--- src/rtl/pdiv_pkg.sv ---
// shared types and constants for the (1-t) polynomial divider
package pdiv_pkg;

    localparam int MAX_LEN_DEF    = 64;
    localparam int COEF_WIDTH_DEF = 32;
    localparam int IN_W           = 32;
    localparam int OUT_W          = 32;
    localparam int IDX_OUT_W      = 6;

    // input beat: one coefficient, ascending degree
    typedef struct packed {
        logic signed [IN_W-1:0] coeff_in;
        logic                   last_in;
    } in_beat_t;

    // output beat: one reduced coefficient
    typedef struct packed {
        logic signed [OUT_W-1:0]   coeff_out;
        logic [IDX_OUT_W-1:0]      degree_index;
        logic [IDX_OUT_W-1:0]      divisions;
        logic                      last_out;
    } out_beat_t;

    typedef enum logic [2:0] {
        ST_LOAD,
        ST_ALIGN,
        ST_CHECK,
        ST_PASS,
        ST_EMIT
    } state_t;

    // commands from the sequencer to the accumulator head
    typedef struct packed {
        logic clear;
        logic add_in;
        logic add_acc;
        logic upd_acc;
    } head_ctrl_t;

endpackage

--- src/rtl/pdiv_cell.sv ---
// one storage cell of the coefficient ring
module pdiv_cell #(
    parameter int COEF_WIDTH = pdiv_pkg::COEF_WIDTH_DEF
) (
    input  logic                  clk,
    input  logic                  shift,
    input  logic [COEF_WIDTH-1:0] d,
    output logic [COEF_WIDTH-1:0] q
);
    import pdiv_pkg::*;

    logic [COEF_WIDTH-1:0] q_reg;
    logic [COEF_WIDTH-1:0] q_next;

    // takes the neighbour's value on a shift, holds otherwise
    assign q_next = shift ? d : q_reg;

    always_ff @(posedge clk)
    begin
        q_reg <= q_next;
    end

    assign q = q_reg;

endmodule

--- src/rtl/pdiv_head.sv ---
// prefix accumulator and coefficient sum at the head of the ring
module pdiv_head #(
    parameter int COEF_WIDTH = pdiv_pkg::COEF_WIDTH_DEF
) (
    input  logic                  clk,
    input  logic                  rst_n,
    input  pdiv_pkg::head_ctrl_t  ctrl,
    input  logic [COEF_WIDTH-1:0] coeff,
    input  logic [COEF_WIDTH-1:0] cell_q,
    output logic [COEF_WIDTH-1:0] feed,
    output logic                  sum_zero
);
    import pdiv_pkg::*;

    logic [COEF_WIDTH-1:0] acc_reg;
    logic [COEF_WIDTH-1:0] acc_next;
    logic [COEF_WIDTH-1:0] sum_reg;
    logic [COEF_WIDTH-1:0] sum_next;
    logic [COEF_WIDTH-1:0] addend;

    // running prefix sum, which is the new coefficient
    assign feed   = acc_reg + cell_q;
    assign addend = ctrl.add_in ? coeff : acc_reg;

    always_comb
    begin
        acc_next = acc_reg;
        sum_next = sum_reg;
        if (ctrl.clear)
        begin
            acc_next = '0;
            sum_next = '0;
        end
        else
        begin
            if (ctrl.upd_acc)
                acc_next = feed;
            if (ctrl.add_in || ctrl.add_acc)
                sum_next = sum_reg + addend;
        end
    end

    always_ff @(posedge clk or negedge rst_n)
    begin
        if (!rst_n)
        begin
            acc_reg <= '0;
            sum_reg <= '0;
        end
        else
        begin
            acc_reg <= acc_next;
            sum_reg <= sum_next;
        end
    end

    assign sum_zero = (sum_reg == '0);

endmodule

--- src/rtl/poly_divide_one_minus_t_core.sv ---
// top level of the repeated (1-t) polynomial divider
// A polynomial arrives one coefficient per input beat, lowest degree first, the
// beat with last_in set closing it; up to MAX_LEN coefficients are kept and any
// beyond that are dropped, though their last_in still closes the polynomial.
// While the coefficient sum is zero and more than one coefficient remains, the
// block divides by (1-t), then sends the reduced coefficients in ascending
// degree, one output beat each, carrying the degree, the division count and a
// last flag. Coefficients live in a ring of MAX_LEN cells that rotates one place
// per cycle past an accumulator head while aligning or dividing; because the sum
// is zero whenever a division happens, each new coefficient is simply the
// running prefix sum of the old ones, which the head builds as the ring turns.
// A polynomial of n stored coefficients with d divisions is loaded, then the
// ring is aligned (skipped when n equals MAX_LEN), then checked, then divided d
// times, each division a full ring turn followed by a check, then sent as n - d
// output beats at one per cycle when the sink is ready. The ring turn dominates,
// so the cost follows MAX_LEN rather than n. Input is taken only while loading;
// the output beat comes straight from the head cell, which holds still while a
// beat is stalled. Coefficient arithmetic wraps modulo 2^COEF_WIDTH; input is
// sign extended to COEF_WIDTH and the output gives its low 32 bits.
module poly_divide_one_minus_t_core #(
    parameter int MAX_LEN    = pdiv_pkg::MAX_LEN_DEF,
    parameter int COEF_WIDTH = pdiv_pkg::COEF_WIDTH_DEF
) (
    input  logic                clk,
    input  logic                rst_n,
    input  logic                in_valid,
    output logic                in_ready,
    input  pdiv_pkg::in_beat_t  in_data,
    output logic                out_valid,
    input  logic                out_ready,
    output pdiv_pkg::out_beat_t out_data
);
    import pdiv_pkg::*;

    localparam int LEN_W = $clog2(MAX_LEN + 1);
    localparam int IDX_W = $clog2(MAX_LEN);

    // sequencer state
    state_t           state_reg;
    state_t           state_next;
    logic [LEN_W-1:0] len_reg;
    logic [LEN_W-1:0] len_next;
    logic [IDX_W-1:0] t_reg;
    logic [IDX_W-1:0] t_next;
    logic [IDX_W-1:0] divs_reg;
    logic [IDX_W-1:0] divs_next;
    logic [IDX_W-1:0] idx_reg;
    logic [IDX_W-1:0] idx_next;

    // ring datapath
    logic [COEF_WIDTH-1:0] cell_q [MAX_LEN];
    logic [COEF_WIDTH-1:0] ring_in;
    logic [COEF_WIDTH-1:0] coeff_ext;
    logic [COEF_WIDTH-1:0] head_feed;
    logic                  shift;
    logic                  sum_zero;
    head_ctrl_t            head_ctrl;

    // handshake and decode
    logic in_fire;
    logic out_fire;
    logic store_ok;
    logic align_done;
    logic pass_done;
    logic emit_last;
    logic can_divide;

    assign in_fire    = in_valid && in_ready;
    assign out_fire   = out_valid && out_ready;
    assign store_ok   = (len_reg < LEN_W'(MAX_LEN));
    assign align_done = ((LEN_W'(t_reg) + len_reg) == LEN_W'(MAX_LEN - 1));
    assign pass_done  = (t_reg == IDX_W'(MAX_LEN - 1));
    assign emit_last  = ((LEN_W'(idx_reg) + LEN_W'(1)) == len_reg);
    assign can_divide = sum_zero && (len_reg > LEN_W'(1));
    assign coeff_ext  = COEF_WIDTH'(in_data.coeff_in);

    // ring: cell k takes cell k+1, the top takes cell 0, input or head feed
    for (genvar k = 0; k < MAX_LEN; k++)
    begin : g_ring
        if (k == MAX_LEN - 1)
        begin : g_top
            pdiv_cell #(
                .COEF_WIDTH (COEF_WIDTH)
            ) u_cell (
                .clk   (clk),
                .shift (shift),
                .d     (ring_in),
                .q     (cell_q[k])
            );
        end
        else
        begin : g_mid
            pdiv_cell #(
                .COEF_WIDTH (COEF_WIDTH)
            ) u_cell (
                .clk   (clk),
                .shift (shift),
                .d     (cell_q[k+1]),
                .q     (cell_q[k])
            );
        end
    end

    pdiv_head #(
        .COEF_WIDTH (COEF_WIDTH)
    ) u_head (
        .clk      (clk),
        .rst_n    (rst_n),
        .ctrl     (head_ctrl),
        .coeff    (coeff_ext),
        .cell_q   (cell_q[0]),
        .feed     (head_feed),
        .sum_zero (sum_zero)
    );

    // next state
    always_comb
    begin
        state_next = state_reg;
        case (state_reg)
            ST_LOAD:
            begin
                if (in_fire && in_data.last_in)
                begin
                    // a full ring is already aligned
                    if (store_ok && ((len_reg + LEN_W'(1)) != LEN_W'(MAX_LEN)))
                        state_next = ST_ALIGN;
                    else
                        state_next = ST_CHECK;
                end
            end
            ST_ALIGN:
            begin
                if (align_done)
                    state_next = ST_CHECK;
            end
            ST_CHECK:
            begin
                state_next = can_divide ? ST_PASS : ST_EMIT;
            end
            ST_PASS:
            begin
                if (pass_done)
                    state_next = ST_CHECK;
            end
            ST_EMIT:
            begin
                if (out_fire && emit_last)
                    state_next = ST_LOAD;
            end
            default:
            begin
                state_next = ST_LOAD;
            end
        endcase
    end

    // datapath control and counters
    always_comb
    begin
        shift     = 1'b0;
        ring_in   = cell_q[0];
        head_ctrl = '0;
        len_next  = len_reg;
        t_next    = t_reg;
        divs_next = divs_reg;
        idx_next  = idx_reg;
        case (state_reg)
            ST_LOAD:
            begin
                // beyond MAX_LEN a coefficient is dropped
                if (in_fire && store_ok)
                begin
                    shift          = 1'b1;
                    ring_in        = coeff_ext;
                    head_ctrl.add_in = 1'b1;
                    len_next       = len_reg + LEN_W'(1);
                end
            end
            ST_ALIGN:
            begin
                shift  = 1'b1;
                t_next = align_done ? '0 : t_reg + IDX_W'(1);
            end
            ST_CHECK:
            begin
                if (can_divide)
                    head_ctrl.clear = 1'b1;
            end
            ST_PASS:
            begin
                // cell t holds degree t; the top degree is dropped
                shift             = 1'b1;
                head_ctrl.add_acc = (LEN_W'(t_reg) < len_reg);
                head_ctrl.upd_acc = ((LEN_W'(t_reg) + LEN_W'(1)) < len_reg);
                if (head_ctrl.upd_acc)
                    ring_in = head_feed;
                if (pass_done)
                begin
                    t_next    = '0;
                    len_next  = len_reg - LEN_W'(1);
                    divs_next = divs_reg + IDX_W'(1);
                end
                else
                begin
                    t_next = t_reg + IDX_W'(1);
                end
            end
            ST_EMIT:
            begin
                if (out_fire)
                begin
                    shift = 1'b1;
                    if (emit_last)
                    begin
                        idx_next        = '0;
                        len_next        = '0;
                        divs_next       = '0;
                        head_ctrl.clear = 1'b1;
                    end
                    else
                    begin
                        idx_next = idx_reg + IDX_W'(1);
                    end
                end
            end
            default:
            begin
                shift = 1'b0;
            end
        endcase
    end

    always_ff @(posedge clk or negedge rst_n)
    begin
        if (!rst_n)
        begin
            state_reg <= ST_LOAD;
            len_reg   <= '0;
            t_reg     <= '0;
            divs_reg  <= '0;
            idx_reg   <= '0;
        end
        else
        begin
            state_reg <= state_next;
            len_reg   <= len_next;
            t_reg     <= t_next;
            divs_reg  <= divs_next;
            idx_reg   <= idx_next;
        end
    end

    // ports
    assign in_ready  = (state_reg == ST_LOAD);
    assign out_valid = (state_reg == ST_EMIT);

    always_comb
    begin
        out_data.coeff_out    = OUT_W'(cell_q[0]);
        out_data.degree_index = IDX_OUT_W'(idx_reg);
        out_data.divisions    = IDX_OUT_W'(divs_reg);
        out_data.last_out     = emit_last;
    end

endmodule

--- config.mk ---
export PLATFORM = sky130hd
export DESIGN_NAME = poly_divide_one_minus_t_core
export DESIGN_NICKNAME = d
export VERILOG_FILES = /design/src/rtl/pdiv_pkg.sv /design/src/rtl/pdiv_cell.sv /design/src/rtl/pdiv_head.sv /design/src/rtl/poly_divide_one_minus_t_core.sv
export SDC_FILE = /design/constraint.sdc
export NUM_CORES = 1
export LEC_CHECK = 0
export BUFFER_PORTS_ARGS = -buffer_cell sky130_fd_sc_hd__clkbuf_2
export CORE_UTILIZATION = 58
export CTS_CLUSTER_DIAMETER = 50
export DETAILED_ROUTE_END_ITERATION = 10
export PLACE_DENSITY = 0.82
export SYNTH_ARGS = -nofsm -noshare
export SYNTH_HDL_FRONTEND = slang
export SYNTH_SLANG_ARGS = --single-unit
--- constraint.sdc ---
create_clock -name clk -period 150.9 [get_ports clk]
set_input_delay 15.09 -clock clk [delete_from_list [all_inputs] [get_ports clk]]
set_output_delay 15.09 -clock clk [all_outputs]
set_load 0.005 [all_outputs]
-- Word-level counts from Yosys, hierarchy flattened
Index checks and enable logic that the tools add are counted.
- $add $sub $neg: 10
- muxes and demuxes: 37
- equality and inequality tests: 15
- reductions and logical operators: 20
- order comparisons: 4
- operators by type and width (operator ; number):
    32-bit two-way mux ; 7
    32-bit adder ; 2
    32-bit case mux with 2 select lines ; 1
    6-bit two-way mux ; 6
    32-bit zero test ; 1
    7-bit two-way mux ; 4
    6-bit case mux with 2 select lines ; 2
    7-bit case mux with 3 select lines ; 1
    6-bit by 1-bit adder with 6-bit output, second input constant ; 3
    3-bit two-way mux ; 5
    3-bit case mux with 5 select lines ; 1
    6-bit by 1-bit adder with 7-bit output, second input constant ; 2
    2-bit by 1-bit inequality test with 1-bit output, second input constant ; 5
    4-bit AND reduction ; 2
    2-bit nonzero test ; 4
    6-bit by 7-bit adder with 7-bit output ; 1
    7-bit by 1-bit adder with 7-bit output, second input constant ; 1
    7-bit by 6-bit equality test with 1-bit output, second input constant ; 1
    7-bit equality test ; 1
    7-bit by 1-bit > comparator with 1-bit output, second input constant ; 1
    1-bit logical AND ; 7
    6-bit by 7-bit less-than comparator with 1-bit output ; 1
    7-bit less-than comparator ; 1
    7-bit less-than comparator, second input constant ; 1
    17 further kinds ; 25
- word-level logic and storage cells: 157
- input port bits: 37
- register bits after elaboration: 2140
- output and inout port bits: 47

-- Longest topological paths before layout
- depth after elaboration: 9
- gate-level depth with buffers: 19
- depth with buffers taken out: 16

-- Hierarchy
From an unflattened synthesis, not the netlist that was laid out.
- cell total of the unflattened synthesis: 3160
- area total of the unflattened synthesis: 70785.4 um2
- modules (own cells, without submodules) (module ; instances ; cells an instance ; area an instance (um2)):
    pdiv_cell ; 64 ; 32 ; 960.9
    pdiv_head ; 1 ; 764 ; 6436.2
    poly_divide_one_minus_t_core ; 1 ; 348 ; 2850.2

-- Worst setup path before layout
No wires, ideal clock.
- kind: input to register
- start point: input in_valid
- end point: register g_ring[0].g_mid.u_cell.q_reg[0] (enable)
- stages on the path: 3
- setup slack: 71.253 ns
- data arrival time: 60.748 ns
- path buffers: 1
- cells stage by stage: nand3_1 -> clkbuf_1 -> nand3_1
- word-level cells in the longest chain between the ends: 4
- RTL lines (what ; line ; source):
    start: declaration ; poly_divide_one_minus_t_core.sv:26 ; input logic in_valid,
    1-bit logical AND ; poly_divide_one_minus_t_core.sv:68 ; assign in_fire = in_valid && in_ready;
    1-bit logical AND ; poly_divide_one_minus_t_core.sv:172 ; if (in_fire && store_ok)
    1-bit two-way mux ; poly_divide_one_minus_t_core.sv:172 ;
    1-bit case mux with 3 select lines ; poly_divide_one_minus_t_core.sv:168 ; case (state_reg)
    named net g_ring[0].g_mid.u_cell.shift ; pdiv_cell.sv:6 ; input logic shift,
    end signal: assignment ; pdiv_cell.sv:20 ; q_reg <= q_next;
    end: declaration ; pdiv_cell.sv:12 ; logic [COEF_WIDTH-1:0] q_reg;
The timed path passes the listed nets, and every way through them passes these cells.
A chain may end at the register's enable or synchronous reset.

-- Worst setup path in the final report
- start point: input in_valid
- end point: register g_ring[18].g_mid.u_cell.q_reg[10] (enable)
- word-level cells in the longest chain between the ends: 4
- RTL lines (what ; line):
    1-bit logical AND ; poly_divide_one_minus_t_core.sv:68
    1-bit logical AND ; poly_divide_one_minus_t_core.sv:172
    1-bit two-way mux ; poly_divide_one_minus_t_core.sv:172
    1-bit case mux with 3 select lines ; poly_divide_one_minus_t_core.sv:168
    named net g_ring[0].g_mid.u_cell.shift ; pdiv_cell.sv:6
    end signal: assignment ; pdiv_cell.sv:20
    end: declaration ; pdiv_cell.sv:12
The timed path passes the listed nets, and every way through them passes these cells.

==> results_dict.tcl <==
set metrics [dict create \
    arrival_ns 20.02 \
    p_leak_nw 26.26 \
    largest_reg_flops 2016 \
    final_common_cell "edfxtp_1" \
    yosys_register_bits 2140 \
    tightestPinTransition_ns 1.241 \
    grt.total_usage_pct 21.49 \
    vias 30015 \
    required_ns 151.30 \
    hold_path.class "flop to flop" \
    status "completed" \
    cts_setup_buffers 0 \
    fin_hold_ws_ns 0.3676 \
    fin_skew_ns 0.07412 \
    cpMostUsedCell "buf_12" \
    fmax_mhz 50.97 \
    syn_avg_cell_area_sq_um 21.76 \
    synth_edf_count 2048 \
    root_buffer "clkbuf_16" \
    synth_fp_nets 3386 \
    fin_crit_sh_pct 13.00 \
    crit_path_start_kind "primary input" \
    ys.warnings.count 0 \
    dieWidth_microns 351.4 \
    p_per_area_nw_per_um2 25.93 \
    wire_per_inst_microns 24.58 \
    initial_core_util_pct 58.79 \
    yosys.area.top_type "edfxtp_1" \
    cts.sinks 2140 \
    path_cells "clkbuf_2 > nand3_1 > buf_4 > nand3_4 > buf_12 > buf_12 > buf_4 > buf_12" \
    drc 0 \
    grt_max_degree 228 \
    peakVddDrop_uv 33.01 \
    antenna_found_initial 20 \
    slew_violations 0 \
    hold_viol 0 \
    die_y_microns 351.4 \
    synthCells 3254 \
    io_pins 84 \
    rows 127 \
    syn_to_final_growth_pct 12.27 \
    numCtsBuffers 196 \
    power.total_mw 2.061 \
    cap_viol_max_count 0 \
    dieArea_sq_um 123500 \
    critPathKind "primary input to flop" \
    clk_path_buf_depth 3 \
    seq_area_frac_synth_pct 90.11 \
    wirelength_mm 129.2 \
    clkTransAtPathRegs_ns 0.07 \
    crit_family "buffers and inverters" \
    firstDrtPassIters 9 \
    min_period_ns 19.62 \
    drtIter0Drc 3682 \
    post_dp_cell_area_sq_um 73020 \
    cp-end-kind "flop" \
    finalNetCount 3606 \
    final_cell_mix "edfxtp_1, nand2_1, clkbuf_16, a21oi_1" \
    finalSetupViolations 0 \
    crit_path_max_fanout 227 \
    setup-tns-final_ns 0 \
    ys_types 83 \
    ys_async_sr_fraction_pct 4.299 \
    syn_area_sq_um 70810 \
    antenna_left 0 \
    ctsHoldBuffers 0 \
    final_area_sq_um 79490 \
    overflow 0 \
    core_sq_um 120400 \
    synth_area_leaders "edfxtp_1, dfrtp_1, ha_1" \
    port_buffers 83 \
    synth_top_area_share_pct 86.86 \
    routabilityCongestion 0.8616 \
    clock_latency_ns 0.81 \
    cts-htree-levels 4 \
    hpwlAfterDp_mm 62.84 \
    rsz0062_at_grt "false" \
    cp_slowest_cell "buf_4" \
    grt_first_pass_wirelength_mm 193.4 \
    crit_buf_inv 6 \
    drive_gt1_share_pct 11.32 \
    slowest_delay_ns 0.94 \
    vias_per_cell 5.712 \
    cts_tree "yes" \
    first_global_vias 30149 \
    cts_resized 0 \
    ys.flop_type "edfxtp_1" \
    timing.slew.headroom_pct 17.25 \
]
==> kinds of logic (layout without fill, tap and decap cells) <==
family | Yosys count | after routing | synth area share [%]
flops | 2140 | 2140 | 90.11
simple gates | 462 | 462 | 2.979
compound gates | 370 | 370 | 3.476
buf+inv | 121 | 506 | 0.8871
fa+ha+maj | 95 | 95 | 1.711
xor+xnor | 56 | 56 | 0.6927
mux | 10 | 10 | 0.1467
other cells | 0 | 4 | 0
==> layout make-up <==
class	instances	area (sq um)
flip-flops and latches	2140	63800
inverters	32	120.1
repair buffers	111	665.6
multi-input cells	993	6411
clock inverters	119	1311
clock buffers	244	5157
fillers	7296	40950
well taps	1612	2017
diodes	4	10.01
==> power by group <==
group	switching, mW	leakage, nW	internal (mW)
clock	0.226	3.12	0.280
sequential	0.0990	19.7	1.08
combinational	0.293	3.48	0.0873
==> Yosys cell counts, drive strengths merged (8+ instances only) <==
cell type	count
buf	61
xor2	26
o211ai	9
xnor2	30
nor2	90
a221oi	8
and2	11
ha	92
a221o	17
edfxtp	2048
o31ai	9
a211oi	13
nor2b	12
nand2	207
a21oi	99
nand4	9
dfrtp	92
clkbuf	28
a21o	34
inv	32
nor3	20
nand3	40
a31oi	10
nand2b	21
nor4	10
o21ai	71
o22ai	25
o21a	18
and3	17
==> metal layers <==
| layer | part of all wire [%] | wire, microns | global-route usage (%) |
|---|---|---|---|
| met1 | 40 | 52040 | 29.68 |
| met2 | 49 | 63110 | 34.63 |
| met4 | 2.6 | 3391 | 6.247 |
| met5 | 0.11 | 139 | 0 |
| met3 | 8.1 | 10510 | 4.989 |
==> per-stage QoR <==
stage	util (%)	setup slack (ns)	std cells
global route	65.99	131.00	5253
finish	66.00	131.28	5255
detailed placement	60.62	130.45	4888
floorplan	-	71.25	3254
global placement	60.62	130.61	4888
CTS	65.99	131.34	5251
==> worst paths after layout <==
check / from / end / slack (ns) / cells after the start
setup / recovery: in_valid / g_ring[18].g_mid.u_cell.q[10]$_DFFE_PP_ / 131.28 / 8
hold / removal: g_ring[58].g_mid.u_cell.q[19]$_DFFE_PP_ / g_ring[57].g_mid.u_cell.q[19]$_DFFE_PP_ / 0.37 / 0
setup reg to reg: state_reg[1]$_DFFE_PN0P_ / g_ring[18].g_mid.u_cell.q[10]$_DFFE_PP_ / 144.34 / 9
hold reg to reg: g_ring[58].g_mid.u_cell.q[19]$_DFFE_PP_ / g_ring[57].g_mid.u_cell.q[19]$_DFFE_PP_ / 0.37 / 0
max in group asynchronous: rst_n / u_head.sum_reg[13]$_DFFE_PN0P_ / 135.33 / 2
min in group asynchronous: rst_n / state_reg[2]$_DFFE_PN0P_ / 14.20 / 1
Power figures use the tool's default switching activity.
